<file path="src/rtl/stack_with_search_defines.svh">
// assertion macros for the stack with search block
`ifndef STACK_WITH_SEARCH_DEFINES_SVH
`define STACK_WITH_SEARCH_DEFINES_SVH

// property checked at every clock edge outside reset
`define SWS_ASSERT(label, prop, msg) \
  label: assert property (@(posedge clk_i) disable iff (!rst_ni) (prop)) \
    else $error(msg);

// implication whose property is checked in the cycle after the condition
`define SWS_ASSERT_NEXT(label, cond, prop, msg) \
  label: assert property (@(posedge clk_i) disable iff (!rst_ni) (cond) |=> (prop)) \
    else $error(msg);

`endif

</file>
<file path="src/rtl/sws_pkg.sv">
// shared types and codes of the stack with search block
package sws_pkg;

  localparam int unsigned DataW   = 32;
  localparam int unsigned CmdW    = 2;
  localparam int unsigned StatusW = 2;
  localparam int unsigned PosW    = 5;

  localparam logic [CmdW-1:0] CMD_PUSH   = 2'd0;
  localparam logic [CmdW-1:0] CMD_POP    = 2'd1;
  localparam logic [CmdW-1:0] CMD_SEARCH = 2'd2;

  localparam logic [StatusW-1:0] STAT_OK    = 2'd0;
  localparam logic [StatusW-1:0] STAT_EMPTY = 2'd1;
  localparam logic [StatusW-1:0] STAT_FULL  = 2'd2;
  localparam logic [StatusW-1:0] STAT_MISS  = 2'd3;

  typedef enum logic [2:0] {
    OP_HOLD,
    OP_PUSH,
    OP_POP,
    OP_LOAD_HIT,
    OP_SHIFT_HIT
  } cell_op_e;

  typedef enum logic {
    ST_IDLE,
    ST_SCAN
  } state_e;

  typedef struct packed {
    cell_op_e op;
  } cell_ctl_t;

endpackage

</file>
<file path="src/rtl/sws_cell.sv">
// one stack cell: holds an entry and a compare flag, shifts with its neighbors
module sws_cell (
  input  logic                              clk_i,
  input  sws_pkg::cell_ctl_t                ctl_i,
  input  logic signed [sws_pkg::DataW-1:0]  up_value_i,
  input  logic signed [sws_pkg::DataW-1:0]  down_value_i,
  input  logic signed [sws_pkg::DataW-1:0]  key_i,
  input  logic                              down_hit_i,
  output logic signed [sws_pkg::DataW-1:0]  value_o,
  output logic                              hit_o
);

  logic signed [sws_pkg::DataW-1:0] value_q, value_d;
  logic                             hit_q, hit_d;

  always_comb begin
    value_d = value_q;
    hit_d   = hit_q;
    unique case (ctl_i.op)
      sws_pkg::OP_HOLD:      ;
      sws_pkg::OP_PUSH:      value_d = up_value_i;
      sws_pkg::OP_POP:       value_d = down_value_i;
      sws_pkg::OP_LOAD_HIT:  hit_d = (value_q == key_i);
      sws_pkg::OP_SHIFT_HIT: hit_d = down_hit_i;
      default:               ;
    endcase
  end

  always_ff @(posedge clk_i) begin
    value_q <= value_d;
    hit_q   <= hit_d;
  end

  assign value_o = value_q;
  assign hit_o   = hit_q;

endmodule

</file>
<file path="src/rtl/sws_ctrl.sv">
// command sequencer, entry count and result register of the stack
`include "stack_with_search_defines.svh"

module sws_ctrl #(
  parameter int unsigned DEPTH = 16
) (
  input  logic                               clk_i,
  input  logic                               rst_ni,
  input  logic                               in_valid_i,
  output logic                               in_ready_o,
  input  logic [sws_pkg::CmdW-1:0]           cmd_i,
  input  logic signed [sws_pkg::DataW-1:0]   top_value_i,
  input  logic                               top_hit_i,
  output sws_pkg::cell_ctl_t                 cell_ctl_o,
  output logic                               out_valid_o,
  input  logic                               out_ready_i,
  output logic [sws_pkg::StatusW-1:0]        status_o,
  output logic signed [sws_pkg::DataW-1:0]   popped_value_o,
  output logic [sws_pkg::PosW-1:0]           found_position_o,
  output logic [sws_pkg::PosW-1:0]           entry_count_o
);

  localparam int unsigned CntW = $clog2(DEPTH + 1);
  localparam logic [CntW-1:0] Full = CntW'(DEPTH);

  sws_pkg::state_e state_q, state_d;
  logic [CntW-1:0] count_q, count_d;
  logic [CntW-1:0] pos_q, pos_d;
  logic            out_valid_q, out_valid_d;

  logic [sws_pkg::StatusW-1:0]      status_q, res_status;
  logic signed [sws_pkg::DataW-1:0] popped_q, res_popped;
  logic [CntW-1:0]                  found_q, res_found;
  logic                             res_load;
  logic                             accept;
  logic                             scan_done;

  assign in_ready_o = (state_q == sws_pkg::ST_IDLE) && (!out_valid_q || out_ready_i);
  assign accept     = in_valid_i && in_ready_o;
  assign scan_done  = top_hit_i || (pos_q == count_q);

  always_comb begin
    state_d = state_q;
    unique case (state_q)
      sws_pkg::ST_IDLE: begin
        if (accept && (cmd_i == sws_pkg::CMD_SEARCH) && (count_q != '0)) begin
          state_d = sws_pkg::ST_SCAN;
        end
      end
      sws_pkg::ST_SCAN: begin
        if (scan_done) begin
          state_d = sws_pkg::ST_IDLE;
        end
      end
      default: state_d = sws_pkg::ST_IDLE;
    endcase
  end

  always_comb begin
    cell_ctl_o.op = sws_pkg::OP_HOLD;
    count_d       = count_q;
    pos_d         = pos_q;
    res_load      = 1'b0;
    res_status    = sws_pkg::STAT_OK;
    res_popped    = '0;
    res_found     = '0;
    unique case (state_q)
      sws_pkg::ST_IDLE: begin
        if (accept) begin
          unique case (cmd_i)
            sws_pkg::CMD_PUSH: begin
              res_load = 1'b1;
              if (count_q == Full) begin
                res_status = sws_pkg::STAT_FULL;
              end else begin
                cell_ctl_o.op = sws_pkg::OP_PUSH;
                count_d       = count_q + CntW'(1);
              end
            end
            sws_pkg::CMD_POP: begin
              res_load = 1'b1;
              if (count_q == '0) begin
                res_status = sws_pkg::STAT_EMPTY;
              end else begin
                cell_ctl_o.op = sws_pkg::OP_POP;
                res_popped    = top_value_i;
                count_d       = count_q - CntW'(1);
              end
            end
            sws_pkg::CMD_SEARCH: begin
              if (count_q == '0) begin
                res_load   = 1'b1;
                res_status = sws_pkg::STAT_EMPTY;
              end else begin
                cell_ctl_o.op = sws_pkg::OP_LOAD_HIT;
                pos_d         = CntW'(1);
              end
            end
            default: res_load = 1'b1;
          endcase
        end
      end
      sws_pkg::ST_SCAN: begin
        if (top_hit_i) begin
          res_load  = 1'b1;
          res_found = pos_q;
        end else if (pos_q == count_q) begin
          res_load   = 1'b1;
          res_status = sws_pkg::STAT_MISS;
        end else begin
          cell_ctl_o.op = sws_pkg::OP_SHIFT_HIT;
          pos_d         = pos_q + CntW'(1);
        end
      end
      default: ;
    endcase
  end

  always_comb begin
    out_valid_d = out_valid_q;
    priority if (res_load) begin
      out_valid_d = 1'b1;
    end else if (out_ready_i) begin
      out_valid_d = 1'b0;
    end
  end

  always_ff @(posedge clk_i or negedge rst_ni) begin
    if (!rst_ni) begin
      state_q     <= sws_pkg::ST_IDLE;
      count_q     <= '0;
      pos_q       <= '0;
      out_valid_q <= 1'b0;
    end else begin
      state_q     <= state_d;
      count_q     <= count_d;
      pos_q       <= pos_d;
      out_valid_q <= out_valid_d;
    end
  end

  always_ff @(posedge clk_i) begin
    if (res_load) begin
      status_q <= res_status;
      popped_q <= res_popped;
      found_q  <= res_found;
    end
  end

  assign out_valid_o      = out_valid_q;
  assign status_o         = status_q;
  assign popped_value_o   = popped_q;
  assign found_position_o = sws_pkg::PosW'(found_q);
  assign entry_count_o    = sws_pkg::PosW'(count_q);

  `SWS_ASSERT(a_count_bound, count_q <= Full, "entry count above depth")
  `SWS_ASSERT(a_scan_out_free, (state_q != sws_pkg::ST_SCAN) || !out_valid_q,
              "result pending during search scan")
  `SWS_ASSERT(a_scan_pos, (state_q != sws_pkg::ST_SCAN) || ((pos_q != '0) && (pos_q <= count_q)),
              "scan position outside held entries")
  `SWS_ASSERT_NEXT(a_push_count,
                   accept && (cmd_i == sws_pkg::CMD_PUSH) && (count_q != Full),
                   count_q == $past(count_q) + CntW'(1), "push did not raise count")

endmodule

</file>
<file path="src/rtl/stack_with_search.sv">
// top level of the bounded stack with search
//
// Input channel in_valid_i/in_ready_o carries one command item: cmd_i selects
// push, pop or search, with push_value_i and search_key_i as operands.
// Output channel out_valid_o/out_ready_i returns one result item per command:
// status, popped value, found position (1 is top) and entry count after it.
// Entries live in a row of DEPTH cells, the top in cell 0; push and pop shift
// the whole row by one cell at once. For push, pop and unused codes the
// result is valid the cycle after acceptance. Search first compares all
// cells at once, then shifts the match flags toward cell 0 one cell a cycle
// until a hit or the count is met.
// A new command is taken while the previous result is being taken in the
// same cycle; a stalled receiver holds the result and blocks new commands.
// Reset clears the entry count and control; entry contents are not cleared.
module stack_with_search #(
  parameter int unsigned DEPTH = 16
) (
  input  logic                              clk_i,
  input  logic                              rst_ni,
  input  logic                              in_valid_i,
  output logic                              in_ready_o,
  input  logic [sws_pkg::CmdW-1:0]          cmd_i,
  input  logic signed [sws_pkg::DataW-1:0]  push_value_i,
  input  logic signed [sws_pkg::DataW-1:0]  search_key_i,
  output logic                              out_valid_o,
  input  logic                              out_ready_i,
  output logic [sws_pkg::StatusW-1:0]       status_o,
  output logic signed [sws_pkg::DataW-1:0]  popped_value_o,
  output logic [sws_pkg::PosW-1:0]          found_position_o,
  output logic [sws_pkg::PosW-1:0]          entry_count_o
);

  sws_pkg::cell_ctl_t cell_ctl;

  logic signed [sws_pkg::DataW-1:0] value [DEPTH];
  logic                             hit   [DEPTH];

  for (genvar i = 0; i < DEPTH; i++) begin : g_cell
    logic signed [sws_pkg::DataW-1:0] up_value;
    logic signed [sws_pkg::DataW-1:0] down_value;
    logic                             down_hit;

    if (i == 0) begin : g_top
      assign up_value = push_value_i;
    end else begin : g_mid
      assign up_value = value[i-1];
    end

    if (i == DEPTH - 1) begin : g_bottom
      assign down_value = '0;
      assign down_hit   = 1'b0;
    end else begin : g_inner
      assign down_value = value[i+1];
      assign down_hit   = hit[i+1];
    end

    sws_cell u_cell (
      .clk_i        (clk_i),
      .ctl_i        (cell_ctl),
      .up_value_i   (up_value),
      .down_value_i (down_value),
      .key_i        (search_key_i),
      .down_hit_i   (down_hit),
      .value_o      (value[i]),
      .hit_o        (hit[i])
    );
  end

  sws_ctrl #(
    .DEPTH (DEPTH)
  ) u_ctrl (
    .clk_i            (clk_i),
    .rst_ni           (rst_ni),
    .in_valid_i       (in_valid_i),
    .in_ready_o       (in_ready_o),
    .cmd_i            (cmd_i),
    .top_value_i      (value[0]),
    .top_hit_i        (hit[0]),
    .cell_ctl_o       (cell_ctl),
    .out_valid_o      (out_valid_o),
    .out_ready_i      (out_ready_i),
    .status_o         (status_o),
    .popped_value_o   (popped_value_o),
    .found_position_o (found_position_o),
    .entry_count_o    (entry_count_o)
  );

endmodule

</file>
<file path="config.mk">
export PLATFORM = sky130hd
export DESIGN_NAME = stack_with_search
export DESIGN_NICKNAME = d
export VERILOG_FILES = /design/src/rtl/sws_pkg.sv /design/src/rtl/sws_cell.sv /design/src/rtl/sws_ctrl.sv /design/src/rtl/stack_with_search.sv
export VERILOG_INCLUDE_DIRS = /design/src /design/src/rtl
export SDC_FILE = /design/constraint.sdc
export NUM_CORES = 1
export LEC_CHECK = 0
export ABC_AREA = 0
export BUFFER_PORTS_ARGS = -buffer_cell sky130_fd_sc_hd__buf_2
export CAP_MARGIN = 20
export CORE_AREA = 2 2 227 229
export CTS_BUF_LIST = sky130_fd_sc_hd__clkbuf_8 sky130_fd_sc_hd__clkbuf_16
export CTS_CLUSTER_SIZE = 14
export DETAILED_ROUTE_END_ITERATION = 10
export DIE_AREA = 0 0 229 231
export MAX_ROUTING_LAYER = met4
export PLACE_DENSITY = 0.77
export SKIP_CTS_REPAIR_TIMING = 1
export SLEW_MARGIN = 20
export SYNTH_ARGS = -nofsm -noshare
export SYNTH_HDL_FRONTEND = slang
export SYNTH_SLANG_ARGS = --single-unit
export TNS_END_PERCENT = 10
</file>
<file path="constraint.sdc">
create_clock -name clk_i -period 47.5 [get_ports clk_i]
set_input_delay 9.5 -clock clk_i [delete_from_list [all_inputs] [get_ports clk_i]]
set_output_delay 9.5 -clock clk_i [all_outputs]
set_load 0.01 [all_outputs]
</file>
==> results.py <==
metrics = {
    "critical_path": {
        "startpoint_type": "input port",
        "critPathSlowestCell": "nand2b_1",
        "path_common_cell": "buf_2",
        "reg2reg_slack_ns": 41.87,
        "worstSetupStartpoint": "out_ready_i",
        "worstPathArrival_ns": 10.05,
        "critPathMaxFanout": 3,
        "max_stage_delay_ns": 0.16,
        "crit_buf_inv": 2,
        "r2r_cells": 8,
        "r2r-start": "u_ctrl.entry_count_o[2]$_DFFE_PN0P_",
        "path_depth": 4,
        "cpLargestDelayFamily": "simple AND/OR/NAND/NOR gates",
        "crit_type": "in2out",
        "worstSetupEndpoint": "in_ready_o",
        "reg2reg_to": "g_cell[5].u_cell.value_o[11]$_DFFE_PP_",
        "worst_setup_path_end_kind": "primary output",
        "cp_cell_sequence": "buf_2, nand2b_1, nor2b_1, buf_2",
        "required_ns": 38.00,
    },
    "global_routing": {
        "grt_pass1_vias": 17450,
        "antenna_found_initial": 3,
        "gr-usage-all-layers_pct": 30.01,
        "grt_max_degree": 196,
        "grt-ovfl-total": 0,
        "grt_first_pass_wirelength_mm": 113.7,
    },
    "cells_and_area": {
        "nets": 2192,
        "mostFrequentLayoutCells": "edfxtp_1, xor2_1, mux2_2",
        "area_growth_pct": 9.663,
        "drive_gt1_share_pct": 32.16,
        "mostFrequentLayoutCell": "edfxtp_1",
        "fin_area_sq_mm": 0.03297,
    },
    "synthesis": {
        "netlist_instances": 2048,
        "synth_edf_count": 567,
        "ys_types": 39,
        "syn_nets": 2127,
        "synth_ff_type": "edfxtp_1",
        "async_flop_share_pct": 2.073,
        "avgSynthCellArea_sq_um": 14.68,
        "ys_seq_area_share_pct": 57.63,
        "yosysWarningCount": 0,
        "synth_seq_cells": 579,
        "synth_area_sq_mm": 0.03007,
    },
    "routing": {
        "drc": 0,
        "drt_wl_total_mm": 77.90,
        "vias": 17620,
        "drt_iter0_drc": 2125,
        "dr.pass1.iters": 5,
        "routed_via_density": 6.202,
        "antenna_left": 0,
        "post_drt_wl_per_cell_um": 27.42,
    },
    "clock_tree": {
        "h-tree-depth": 2,
        "insertion_delay_ns": 0.64,
        "cts-root-buf": "clkbuf_16",
        "clock_sinks": 579,
        "cts_tree": "done",
        "cts_max_path_buffers": 3,
        "cts.clk_slew.worst_paths_ns": 0.06,
        "cts_made_buffers": 61,
    },
    "floorplanning": {
        "io-pin-count": 116,
        "dieArea_sq_mm": 0.05290,
        "start_util_pct": 59.33,
        "die_y_um": 231,
        "coreArea_sq_mm": 0.05068,
        "rows": 83,
        "die_x_um": 229,
    },
    "power_and_ir_drop": {
        "powerDensity_mw_per_mm2": 40.13,
        "p_leak_nw": 11.39,
        "p_int_mw": 0.9661,
        "switching_share_pct": 26.99,
        "p_switching_mw": 0.3572,
        "p_clk_share_pct": 35.3,
        "peakVddDrop_mv": 0.03300,
        "power_frac_seq_pct": 50.2,
        "p_comb_share_pct": 14.4,
        "total_power_mw": 1.323,
    },
    "placement": {
        "port_buffers": 115,
        "dp_hpwl_mm": 55.77,
        "place_area_sq_mm": 0.03102,
        "gp_congestion": 0.9393,
    },
    "sta": {
        "tns_ns": 0,
        "slew-limit-headroom_pct": 24.07,
        "fmax_mhz": 51.15,
        "finalSetupViolations": 0,
        "rsz0062_at_grt": "no",
        "hold_ws_ns": 0.5239,
        "final.min_clock_period_ns": 19.55,
        "fin_skew_ns": 0.01731,
        "post-route-period-util_pct": 41.16,
        "tightest_slew_ns": 1.129,
        "hold_violations": 0,
        "slew_viol_final": 0,
    },
    "worst_hold_path": {
        "hp-start": "u_ctrl.out_valid_o$_DFFE_PN0P_",
        "hold_path_class": "reg2reg",
    },
    "run_status": {
        "status": "completed",
    },
    "run": {
        "drv_cap": 0,
    },
}
-- registers in the layout, indices dropped and copies added, names as in the netlist --
signal	count
u_ctrl.entry_count_o	5
u_ctrl.out_valid_o	1
u_ctrl.pos_q	5
g_cell.u_cell.hit_o	16
u_ctrl.state_q	1
u_ctrl.popped_value_o	32
u_ctrl.status_o	2
u_ctrl.found_position_o	5
g_cell.u_cell.value_o	512
-- metal layers --
| metal | wire, um | GRT usage, % | share of wire [%] | vias up |
|---|---|---|---|---|
| met5 | 0 | - | 0 | - |
| met4 | 976 | 5.032 | 1.3 | 0 |
| met3 | 9246 | 10.77 | 12 | 79 |
| met2 | 34700 | 43.30 | 45 | 798 |
| met1 | 32970 | 41.61 | 42 | 9033 |
| li1 | - | - | - | 7709 |
-- metrics by stage --
step	worst slack, ns	cells	util (%)
after floorplan	0.9491	2048	-
after global placement	27.94	2729	61.20
after detailed placement	27.95	2730	61.22
after CTS	27.95	2838	65.03
after global routing	27.93	2841	65.06
final	27.95	2841	65.06
-- worst reg2reg max path, delay by kind of cell, from the launching register on --
kind	cells	cell delay, ns
buffers and inverters	4	3.44
AO/OA/AOI/OAI	1	0.57
flip-flops	1	0.46
AND/OR/NAND/NOR	2	0.39
multiplexers	1	0.53
-- how the worst min path moves through the flow --
stage	slack, ns	endpoint	cells after the start
5_1_grt	0.55	g_cell[8].u_cell.hit_o$_DFFE_PP_	2
2_1_floorplan	0.48	u_ctrl.pos_q[4]$_DFFE_PN0P_	1
4_1_cts	0.53	g_cell[13].u_cell.hit_o$_DFFE_PP_	2
3_5_place_dp	0.51	g_cell[13].u_cell.hit_o$_DFFE_PP_	2
3_3_place_gp	0.50	g_cell[14].u_cell.hit_o$_DFFE_PP_	2
6_report	0.52	u_ctrl.out_valid_o$_DFFE_PN0P_	2
-- power by group through the flow --
| stage | Combinational (mW) | Clock [mW] | Sequential, mW |
|---|---|---|---|
| 6_report | 0.191 | 0.467 | 0.665 |
| 5_1_grt | 0.204 | 0.493 | 0.670 |
| 4_1_cts | 0.187 | 0.473 | 0.665 |
| 3_5_place_dp | 0.186 | 0 | 0.675 |
| 3_3_place_gp | 0.180 | 0 | 0.673 |
| 2_1_floorplan | 0.125 | 0 | 0.711 |
-- area by class of cell --
class,instances,area [sq um]
clock inverters,46,377.9
flip-flops and latches,579,17330
multi-input cells,1334,12110
repair buffers,133,738.2
well taps,680,850.8
inverters,4,15.01
fillers,3746,17710
diodes,3,7.507
clock buffers,62,1551
-- synthesized netlist by cell type (12+ instances only) --
cell type	instances	area share (%)
nand4_1	34	0.71
clkbuf_1	69	0.86
buf_2	13	0.22
nor2b_1	34	0.71
mux2_2	474	18
nand2_1	30	0.37
buf_4	40	1.0
o31ai_1	15	0.37
and2_1	33	0.69
dfrtp_1	12	1.0
xor2_1	520	15
nor4_1	128	2.7
edfxtp_1	567	57
-- logic make-up after synthesis --
family	after synthesis	share of synthesized area, %
compound gates	36	0.7990
xor+xnor	522	15.21
fa+ha+maj	9	0.3995
buf+inv	135	2.239
flops	579	57.63
mux	484	18.11
simple gates	283	5.618
Power figures use the tool's default switching activity.
